`src/design/pk15_pkg.sv`:
```
// Shared types and constants for the 15-to-16 byte packer.
// No dependencies; imported by pk15_pack and pack_15_byte_chunks_to_16_core.
package pk15_pkg;

  localparam int CHUNK_BYTES = 15;
  localparam int BLOCK_BYTES = 16;
  localparam int CHUNK_W     = 8 * CHUNK_BYTES;
  localparam int BLOCK_W     = 8 * BLOCK_BYTES;
  localparam int STEP_W      = 4;
  localparam int OUT_USER_W  = 2;

  // Command codes carried on the input tuser.
  localparam logic CMD_APPEND = 1'b0;
  localparam logic CMD_FLUSH  = 1'b1;

  typedef logic [CHUNK_W-1:0] chunk_t;
  typedef logic [BLOCK_W-1:0] block_t;
  typedef logic [STEP_W-1:0]  step_t;

  // Outcome of one item as seen by the output stage.
  typedef struct packed {
    logic   has_out;
    logic   is_flush;
    logic   has_residual;
    block_t block;
  } pk15_res_t;

endpackage

```
`src/design/pk15_pack.sv`:
```
// Combinational byte packer: joins pending bytes with a new chunk, or pads them on a flush.
// Depends on pk15_pkg for types and command codes.
module pk15_pack (
  input  logic               cmd,
  input  pk15_pkg::chunk_t   chunk,
  input  pk15_pkg::chunk_t   pending,
  input  pk15_pkg::step_t    step,
  output pk15_pkg::pk15_res_t res,
  output pk15_pkg::chunk_t   pending_next,
  output pk15_pkg::step_t    step_next
);
  import pk15_pkg::*;

  logic [4:0]   pend_cnt;
  logic [6:0]   drop_sh;
  chunk_t       keep_mask;
  chunk_t       kept;
  block_t       shifted;

  always_comb begin
    pend_cnt = (step == '0) ? 5'd0 : (5'(BLOCK_BYTES) - {1'b0, step});
    drop_sh  = {step, 3'b000};
    for (int j = 0; j < CHUNK_BYTES; j++) begin
      keep_mask[8*j +: 8] = (5'(j) < pend_cnt) ? 8'hFF : 8'h00;
    end
    kept    = pending & keep_mask;
    // place the new chunk right after the valid pending bytes
    shifted = {8'h00, chunk} << {pend_cnt, 3'b000};

    if (cmd == CMD_FLUSH) begin
      res.has_out      = 1'b1;
      res.is_flush     = 1'b1;
      res.has_residual = (step != '0);
      res.block        = {8'h00, kept};
      pending_next     = pending;
      step_next        = step;
    end else begin
      res.has_out      = (step != '0);
      res.is_flush     = 1'b0;
      res.has_residual = 1'b0;
      res.block        = {8'h00, kept} | shifted;
      // bytes of the chunk that did not fit the block stay pending
      pending_next     = chunk >> drop_sh;
      step_next        = step + 4'd1;
    end
  end

endmodule

```
`src/design/pack_15_byte_chunks_to_16_core.sv`:
```
// Top level of the 15-to-16 byte gearbox: input register, packer, output register.
// Depends on pk15_pkg and pk15_pack.
//
// Usage:
//   Slave channel (s_*): one transaction per 15-byte chunk or flush request.
//     s_tdata holds the chunk bytes, byte 0 in bits 7:0; s_tuser is the command
//     (append or flush).
//   Master channel (m_*): one transaction per packed 16-byte block or flush
//     result. m_tuser flags a flush result and whether bytes were pending.
//   Chunks run in cycles of sixteen: the first chunk of a cycle is only held,
//   each of the following fifteen completes a block. A flush reports the held
//   bytes padded with zeros and leaves the packing state as it is.
//   Path: an accepted transaction is held in the input register and its result
//   is then loaded into the output register, which drives m_tvalid and m_tdata.
//   Throughput: one transaction per clock while the output is not stalled; the
//   packing state is updated in the same cycle as the item leaves the input register.
//   Reset: clears both register valids and the chunk counter, so the next
//   chunk opens a new cycle. Pending bytes are not cleared.
//   Stall: while m_tready is low the result holds in the output register; a
//   further item that produces a result waits in the input register, and
//   s_tready drops once that register is occupied and cannot advance.
module pack_15_byte_chunks_to_16_core (
  input  logic                   clk,
  input  logic                   rst,
  input  logic                   s_tvalid,
  output logic                   s_tready,
  input  pk15_pkg::chunk_t       s_tdata,   // [63:0] data_lo, [119:64] data_hi
  input  logic                   s_tuser,   // [0] cmd
  output logic                   m_tvalid,
  input  logic                   m_tready,
  output pk15_pkg::block_t       m_tdata,   // [63:0] block_lo, [127:64] block_hi
  output logic [pk15_pkg::OUT_USER_W-1:0] m_tuser  // [0] is_flush, [1] has_residual
);
  import pk15_pkg::*;

  // Input register
  logic   s1_valid;
  logic   s1_cmd;
  chunk_t s1_chunk;

  // Packing state
  chunk_t pending;
  step_t  step;

  pk15_res_t res;
  chunk_t    pending_next;
  step_t     step_next;
  logic      out_free;
  logic      s1_adv;

  pk15_pack u_pack (
    .cmd          (s1_cmd),
    .chunk        (s1_chunk),
    .pending      (pending),
    .step         (step),
    .res          (res),
    .pending_next (pending_next),
    .step_next    (step_next)
  );

  // Advance the held item when its result has somewhere to go, or it gives none.
  assign out_free = !m_tvalid || m_tready;
  assign s1_adv   = s1_valid && (!res.has_out || out_free);
  assign s_tready = !s1_valid || s1_adv;

  always_ff @(posedge clk) begin
    if (rst) begin
      s1_valid <= 1'b0;
    end else if (s_tready) begin
      s1_valid <= s_tvalid;
    end
  end

  always_ff @(posedge clk) begin
    if (s_tvalid && s_tready) begin
      s1_cmd   <= s_tuser;
      s1_chunk <= s_tdata;
    end
  end

  // Update the packing state as each item leaves the input register.
  always_ff @(posedge clk) begin
    if (rst) begin
      step <= '0;
    end else if (s1_adv) begin
      step <= step_next;
    end
  end

  always_ff @(posedge clk) begin
    if (s1_adv) begin
      pending <= pending_next;
    end
  end

  // Output register: hold while stalled, load a fresh result otherwise.
  always_ff @(posedge clk) begin
    if (rst) begin
      m_tvalid <= 1'b0;
    end else if (out_free) begin
      m_tvalid <= s1_adv && res.has_out;
    end
  end

  always_ff @(posedge clk) begin
    if (out_free && s1_adv && res.has_out) begin
      m_tdata <= res.block;
      m_tuser <= {res.has_residual, res.is_flush};
    end
  end

  // A flush never moves the chunk counter.
  a_flush_keeps_step: assert property (@(posedge clk) disable iff (rst)
    (s1_adv && s1_cmd == CMD_FLUSH) |=> (step == $past(step)))
    else $error("flush changed the chunk counter");

  // The first chunk of a cycle gives no result.
  a_first_chunk_silent: assert property (@(posedge clk) disable iff (rst)
    (s1_adv && s1_cmd == CMD_APPEND && step == '0 && !m_tvalid) |=> !m_tvalid)
    else $error("result produced for the first chunk of a cycle");

  // Packed blocks never claim a residual.
  a_append_no_residual: assert property (@(posedge clk) disable iff (rst)
    (m_tvalid && !m_tuser[0]) |-> !m_tuser[1])
    else $error("packed block flagged with residual");

  // Nothing is offered in the cycle after reset is released.
  a_reset_idle: assert property (@(posedge clk)
    (!rst && $past(rst)) |-> (!m_tvalid && step == '0))
    else $error("output or counter not idle after reset");

endmodule
```
`config.mk`:
```
export PLATFORM = sky130hd
export DESIGN_NAME = pack_15_byte_chunks_to_16_core
export DESIGN_NICKNAME = d
export VERILOG_FILES = /design/src/design/pk15_pkg.sv /design/src/design/pk15_pack.sv /design/src/design/pack_15_byte_chunks_to_16_core.sv
export SDC_FILE = /design/constraint.sdc
export NUM_CORES = 1
export LEC_CHECK = 0
export BUFFER_PORTS_ARGS = -buffer_cell sky130_fd_sc_hd__buf_2
export CORE_UTILIZATION = 25
export CTS_CLUSTER_SIZE = 12
export DETAILED_ROUTE_END_ITERATION = 10
export MAX_ROUTING_LAYER = met4
export REMOVE_ABC_BUFFERS = 1
export SLEW_MARGIN = 5
export SYNTH_ARGS = -nofsm -noshare
export SYNTH_HDL_FRONTEND = slang
export SYNTH_SLANG_ARGS = --single-unit
```
`constraint.sdc`:
```
create_clock -name clk -period 10.6 [get_ports clk]
set_input_delay 1.06 -clock clk [delete_from_list [all_inputs] [get_ports clk]]
set_output_delay 1.06 -clock clk [all_outputs]
set_load 0.01 [all_outputs]
```
-- Word level (Yosys, flattened, before mapping)
Index checks and enable logic that the tools add are counted.
- register bits after elaboration: 377
- bits of input ports: 125
- output and inout bits: 132
- word-level logic and storage cells: 63
- add/sub/neg operators: 2
- magnitude comparators: 15
- shift-type cells: 2
- muxes and demuxes: 17
- bitwise operators: 3
- reduce and logical (&&, ||, !) cells: 14
- operators with widths (cell ; number):
    131-bit two-way mux ; 1
    120-bit by 128-bit bitwise OR with 128-bit output ; 1
    120-bit by 8-bit left shift with 128-bit output ; 1
    120-bit bitwise AND ; 1
    8-bit two-way mux ; 15
    120-bit by 7-bit right shift with 120-bit output ; 1
    4-bit by 5-bit < comparator with 1-bit output (first input constant) ; 7
    3-bit by 5-bit < comparator with 1-bit output (first input constant) ; 4
    1-bit by 5-bit < comparator with 1-bit output (first input constant) ; 2
    2-bit by 5-bit < comparator with 1-bit output (first input constant) ; 2
    1-bit logical AND ; 5
    5-bit two-way mux ; 1
    5-bit by 4-bit subtractor with 5-bit output (first input constant) ; 1
    4-bit by 1-bit adder with 4-bit output (second input constant) ; 1
    4-bit logical NOT ; 1
    4-bit nonzero test ; 1
    1-bit logical NOT ; 3
    1-bit logical OR ; 3
    2-bit AND reduction ; 1
    1-bit NOT ; 1

-- Longest topological paths before layout
- word-level depth: 12
- mapped depth: 15
- depth with buffers taken out: 8

-- Modules after synthesis
A second synthesis with hierarchy kept.
- cell total of the unflattened synthesis: 2064
- area total of the unflattened synthesis: 23471.3 µm²
- modules (own cells, without submodules) (module ; times used ; cells an instance ; area each (µm²) ; sequential area each (µm²)):
    pk15_pack ; 1 ; 1665 ; 12049.1 ; 0.0
    pack_15_byte_chunks_to_16_core ; 1 ; 399 ; 11422.2 ; 11260.8

-- Worst setup path after synthesis
Ideal clock, no wire load.
- path type: register to register
- start point: register step[0]
- end point: register m_tdata[0], enable pin
- setup time: 0.635 ns
- arrival: 7.805 ns
- data required time: 9.965 ns
- setup slack: 2.160 ns
- cell stages (with the launch flop): 12
- path buffers: 6
- period minus slack after synthesis: 8.440 ns
- cell sequence: dfxtp_1 > buf_2 > inv_1 > clkbuf_1 > clkbuf_1 > buf_1 > ha_1 > or3b_1 > buf_2 > clkbuf_1 > o21ai_0 > nor2b_1
- longest elaborated chain between the ends: 7
- RTL lines (what ; line ; text):
    from (decl) ; pack_15_byte_chunks_to_16_core.sv:43 ; step_t step;
    from (signal assigned) ; pack_15_byte_chunks_to_16_core.sv:86 ; step <= step_next;
    4-bit nonzero test * ; pk15_pack.sv:38 ; res.has_out = (step != '0);
    131-bit two-way mux * ; pk15_pack.sv:30 ; if (cmd == CMD_FLUSH) begin
    1-bit logical NOT ; pack_15_byte_chunks_to_16_core.sv:63 ; assign s1_adv = s1_valid && (!res.has_out || out_free);
    1-bit logical OR ; pack_15_byte_chunks_to_16_core.sv:63 ;
    1-bit logical AND ; pack_15_byte_chunks_to_16_core.sv:63 ;
    1-bit logical AND ; pack_15_byte_chunks_to_16_core.sv:106 ; if (out_free && s1_adv && res.has_out) begin
    1-bit logical AND * ; pack_15_byte_chunks_to_16_core.sv:106 ;
    to (signal assigned) ; pack_15_byte_chunks_to_16_core.sv:107 ; m_tdata <= res.block;
    to (decl) ; pack_15_byte_chunks_to_16_core.sv:31 ; output pk15_pkg::block_t m_tdata,
Every way passes the cells marked *; elsewhere a longest branch is shown, timed or not.
A chain may end at the register's enable or synchronous reset.

==> flow_summary_export.csv <==
group,metric,value,unit
run_status,status,"finished with violations",
run_status,violations,"DRC",
logic_synthesis,synth_top_area_share,52.0,%
logic_synthesis,synth_commonest_cells,"edfxtp_1, nand2_1, nor2_1, mux2i_1, a21oi_1",
drt,dr.first_iter.drc_count,2546,
cells_and_area,nFillCells,8834,
global_route,grt-ovfl-total,0,
clock_network,htreeDepth,2,
power,p_per_area,151,mW/mm²
timing,finalCritPeriodShare,46.8,%
place,placed_cells_incl_taps,3259,
global_route,grt_pass1_vias,17344,
setup_path,crit_arrival,5280,ps
global_route,grt_pass1_wl,127,mm
timing,fmax,202,MHz
setup_path,startpoint_type,"flip-flop",
drt,wl_per_cell,27.3,µm
drt,wl_met1,35.0,mm
cells_and_area,seqCellArea,0.0113,mm²
floorplanning,rows,107,
logic_synthesis,ys_async_sr_fraction,0,%
logic_synthesis,yosys.area_share.simple,11.6,%
timing,period_minus_slack,4960,ps
drt,met2_length,40.8,mm
power,power,3.82,mW
logic_synthesis,synth_warnings,0,
drt,first_pass_iters,9,
clock_network,clk_path_buf_depth,3,
place,io_buffers,256,
setup_path,cp_num_buf_inv,3,
setup_path,path_class,"flip-flop to flip-flop",
drt,drc,4,
floorplanning,die_area,0.0869,mm²
clock_network,cts.reportedPaths.clkPinSlew,70,ps
timing,slew_violations,0,
drt,dr_wl_met3,11.4,mm
timing,grt_setup_unrepaired,"no",
cells_and_area,layoutNonFillerInstCount,3341,
clock_network,post_cts_buffers,0,
cells_and_area,fin_nets,2287,
timing,relSlewSlack,10.3,%
logic_synthesis,yosysUniqueCellTypes,70,
drt,antenna_left,0,
timing,tightest_slew,1350,ps
floorplanning,die_h,295,µm
clock_network,cts_tree,"yes",
place,dpl.hpwl,60.6,mm
clock_network,cts_resized,0,
logic_synthesis,ys_top_cells_by_area,"edfxtp_1, mux2i_1, nand2_1",
clock_network,cts.sinks,377,
cells_and_area,syn_to_final_growth,17.9,%
logic_synthesis,synthAdderAreaFrac,0.117,%
logic_synthesis,synth_seq_area_share,52.5,%
timing,hold_viol_final,0,
setup_path,critPathCaptureType,"flip-flop",
floorplanning,die_w,295,µm
cells_and_area,multiInputGateArea,0.00952,mm²
logic_synthesis,synth-compound-area-share,18.3,%
drt,vias,18561,
logic_synthesis,synth.largest_area_cell,"edfxtp_1",
logic_synthesis,synth_top_family_by_area,"compound AO/OA/AOI/OAI gates",
clock_network,insertion_delay,590,ps
timing,setup_viol,0,
floorplanning,core_area,0.0850,mm²
setup_path,worstPathRequired,10920,ps
power,peakVddDrop,0.0923,mV
logic_synthesis,synthMuxAreaShare,13.5,%
place,place.gp.congestion,0.955,
timing,skew,22.2,ps
logic_synthesis,yosysMostFrequentCell,"edfxtp_1",
logic_synthesis,synth_area,0.0214,mm²
worst_hold_path,min_path_type,"flip-flop to flip-flop",
job,maxCapViolCount,0,
logic_synthesis,syn_area_per_cell,10.9,µm²
clock_network,cts-buffers-inserted,43,
setup_path,cp_slowest_cell,"or3b_1",
floorplanning,pin_count,257,
global_route,antenna_found_initial,8,
global_route,grt_max_degree,71,
setup_path,path_max_fanout,42,
clock_network,cts_root_buffer,"clkbuf_16",
global_route,grt_usage,20.9,%
logic_synthesis,synth_xor_area_share,0.204,%
floorplanning,start_util,25.2,%
setup_path,crit_family,"buffers and inverters",
drt,routed.top_layer,"met4",
cells_and_area,drive_above_1_share,21.6,%
setup_path,path_cells,"inv_2 > ha_2 > or3b_1 > buf_4 > nand2_4 > buf_4 > mux2i_1 > mux2i_1 > a21oi_1 > nand3_1",
setup_path,slowest_delay,720,ps
logic_synthesis,synth_edf_count,371,
clock_network,ctsHoldBuffers,0,
drt,vias_per_cell,5.56,
logic_synthesis,ys_seq_elements,377,
drt,wirelength,91.3,mm
power,p_leak,9.11,nW
logic_synthesis,synth_flop_cell,"edfxtp_1",
logic_synthesis,postSynthCellCount,1973,
-- per-layer routing --
layer,global-route usage (%),vias up
met5,-,-
met3,5.96,238
met4,8.41,0
met1,26.2,8952
li1,-,7991
met2,31.6,1380
-- final timing paths --
kind / from / slack [ps] / cells after the start / endpoint
setup reg to reg: step[0]$_SDFFE_PP0P_ / 5640 / 10 / m_tdata[105]$_DFFE_PP_
hold / removal: pending[39]$_DFFE_PP_ / 520 / 2 / m_tdata[39]$_DFFE_PP_
setup / recovery: step[0]$_SDFFE_PP0P_ / 5640 / 10 / m_tdata[105]$_DFFE_PP_
hold reg to reg: pending[39]$_DFFE_PP_ / 520 / 2 / m_tdata[39]$_DFFE_PP_
-- area by class of cell --
type	instances	share of cell area [%]
well taps	1144	5.66
repair buffers	304	6.49
inverters	13	0.193
clock buffers	52	4.64
clock inverters	23	0.703
diodes	7	0.0693
multi-input cells	1421	37.6
flip-flops and latches	377	44.6
-- cells in the final DEF (no fill, tap or decap), types with 11 or more instances in the layout --
master     synthesis  routed
edfxtp_1         371     371
buf_2             52     256
nand2_1          244     244
nor2_1           199     196
mux2i_1          183     183
a21oi_1          171     171
o21ai_0           80      80
a22oi_1           64      64
a211oi_1          63      63
buf_4             12      48
clkbuf_16          0      45
nand3_1           40      39
mux2_2            35      35
and3_1            31      31
mux4_2            30      30
a22o_1            23      23
o22ai_1           23      22
clkinv_1           2      16
a221oi_1          15      15
nor3_1            14      14
and2_1            15      14
nor2b_1           14      13
a31oi_1           13      12
a32oi_1           12      12
a221o_1           12      12
o211ai_1          11      11
a2bb2oi_1         11      11
o221ai_1          11      11
-- per-stage QoR --
stage | setup slack [ps] | setup TNS, ps | hold slack, ps | util, % | cell area [µm²]
finish | 5640 | 0 | 525 | 29.7 | 25300
global route | 5310 | 0 | 550 | 29.7 | 25300
CTS | 5670 | 0 | 519 | 29.7 | 25300
detailed placement | 5680 | 0 | 508 | 28.1 | 23900
global placement | 5750 | 0 | 503 | 28.1 | 23900
floorplan | -2800 | -382700 | 484 | - | 20700
-- cells by family (layout without fill, tap and decap cells) --
family,count (synthesis),after routing
compound gates,585,585
xor+xnor,5,5
buf+inv,175,392
simple gates,581,581
flops,377,377
mux,248,248
other cells,0,7
fa+ha+maj,2,2
-- registers in the layout (all words and copies together) (netlist names) --
| signal | flops |
|---|---|
| m_tdata | 128 |
| m_tuser | 2 |
| m_tvalid | 1 |
| pending | 120 |
| s1_chunk | 120 |
| s1_cmd | 1 |
| s1_valid | 1 |
| step | 4 |
-- power breakdown --
part	leakage [nW]	switching, mW	internal (mW)
registers	3.56	0.0793	1.74
clock network	0.655	0.626	0.852
logic	4.90	0.341	0.185
-- worst min-delay path, delay by kind of cell (launching register included) --
| kind | cells | cell delay (ps) |
|---|---|---|
| flip-flops | 1 | 320 |
| AND/OR/NAND/NOR | 2 | 100 |
Note: power is estimated with default switching activity, not from simulation.
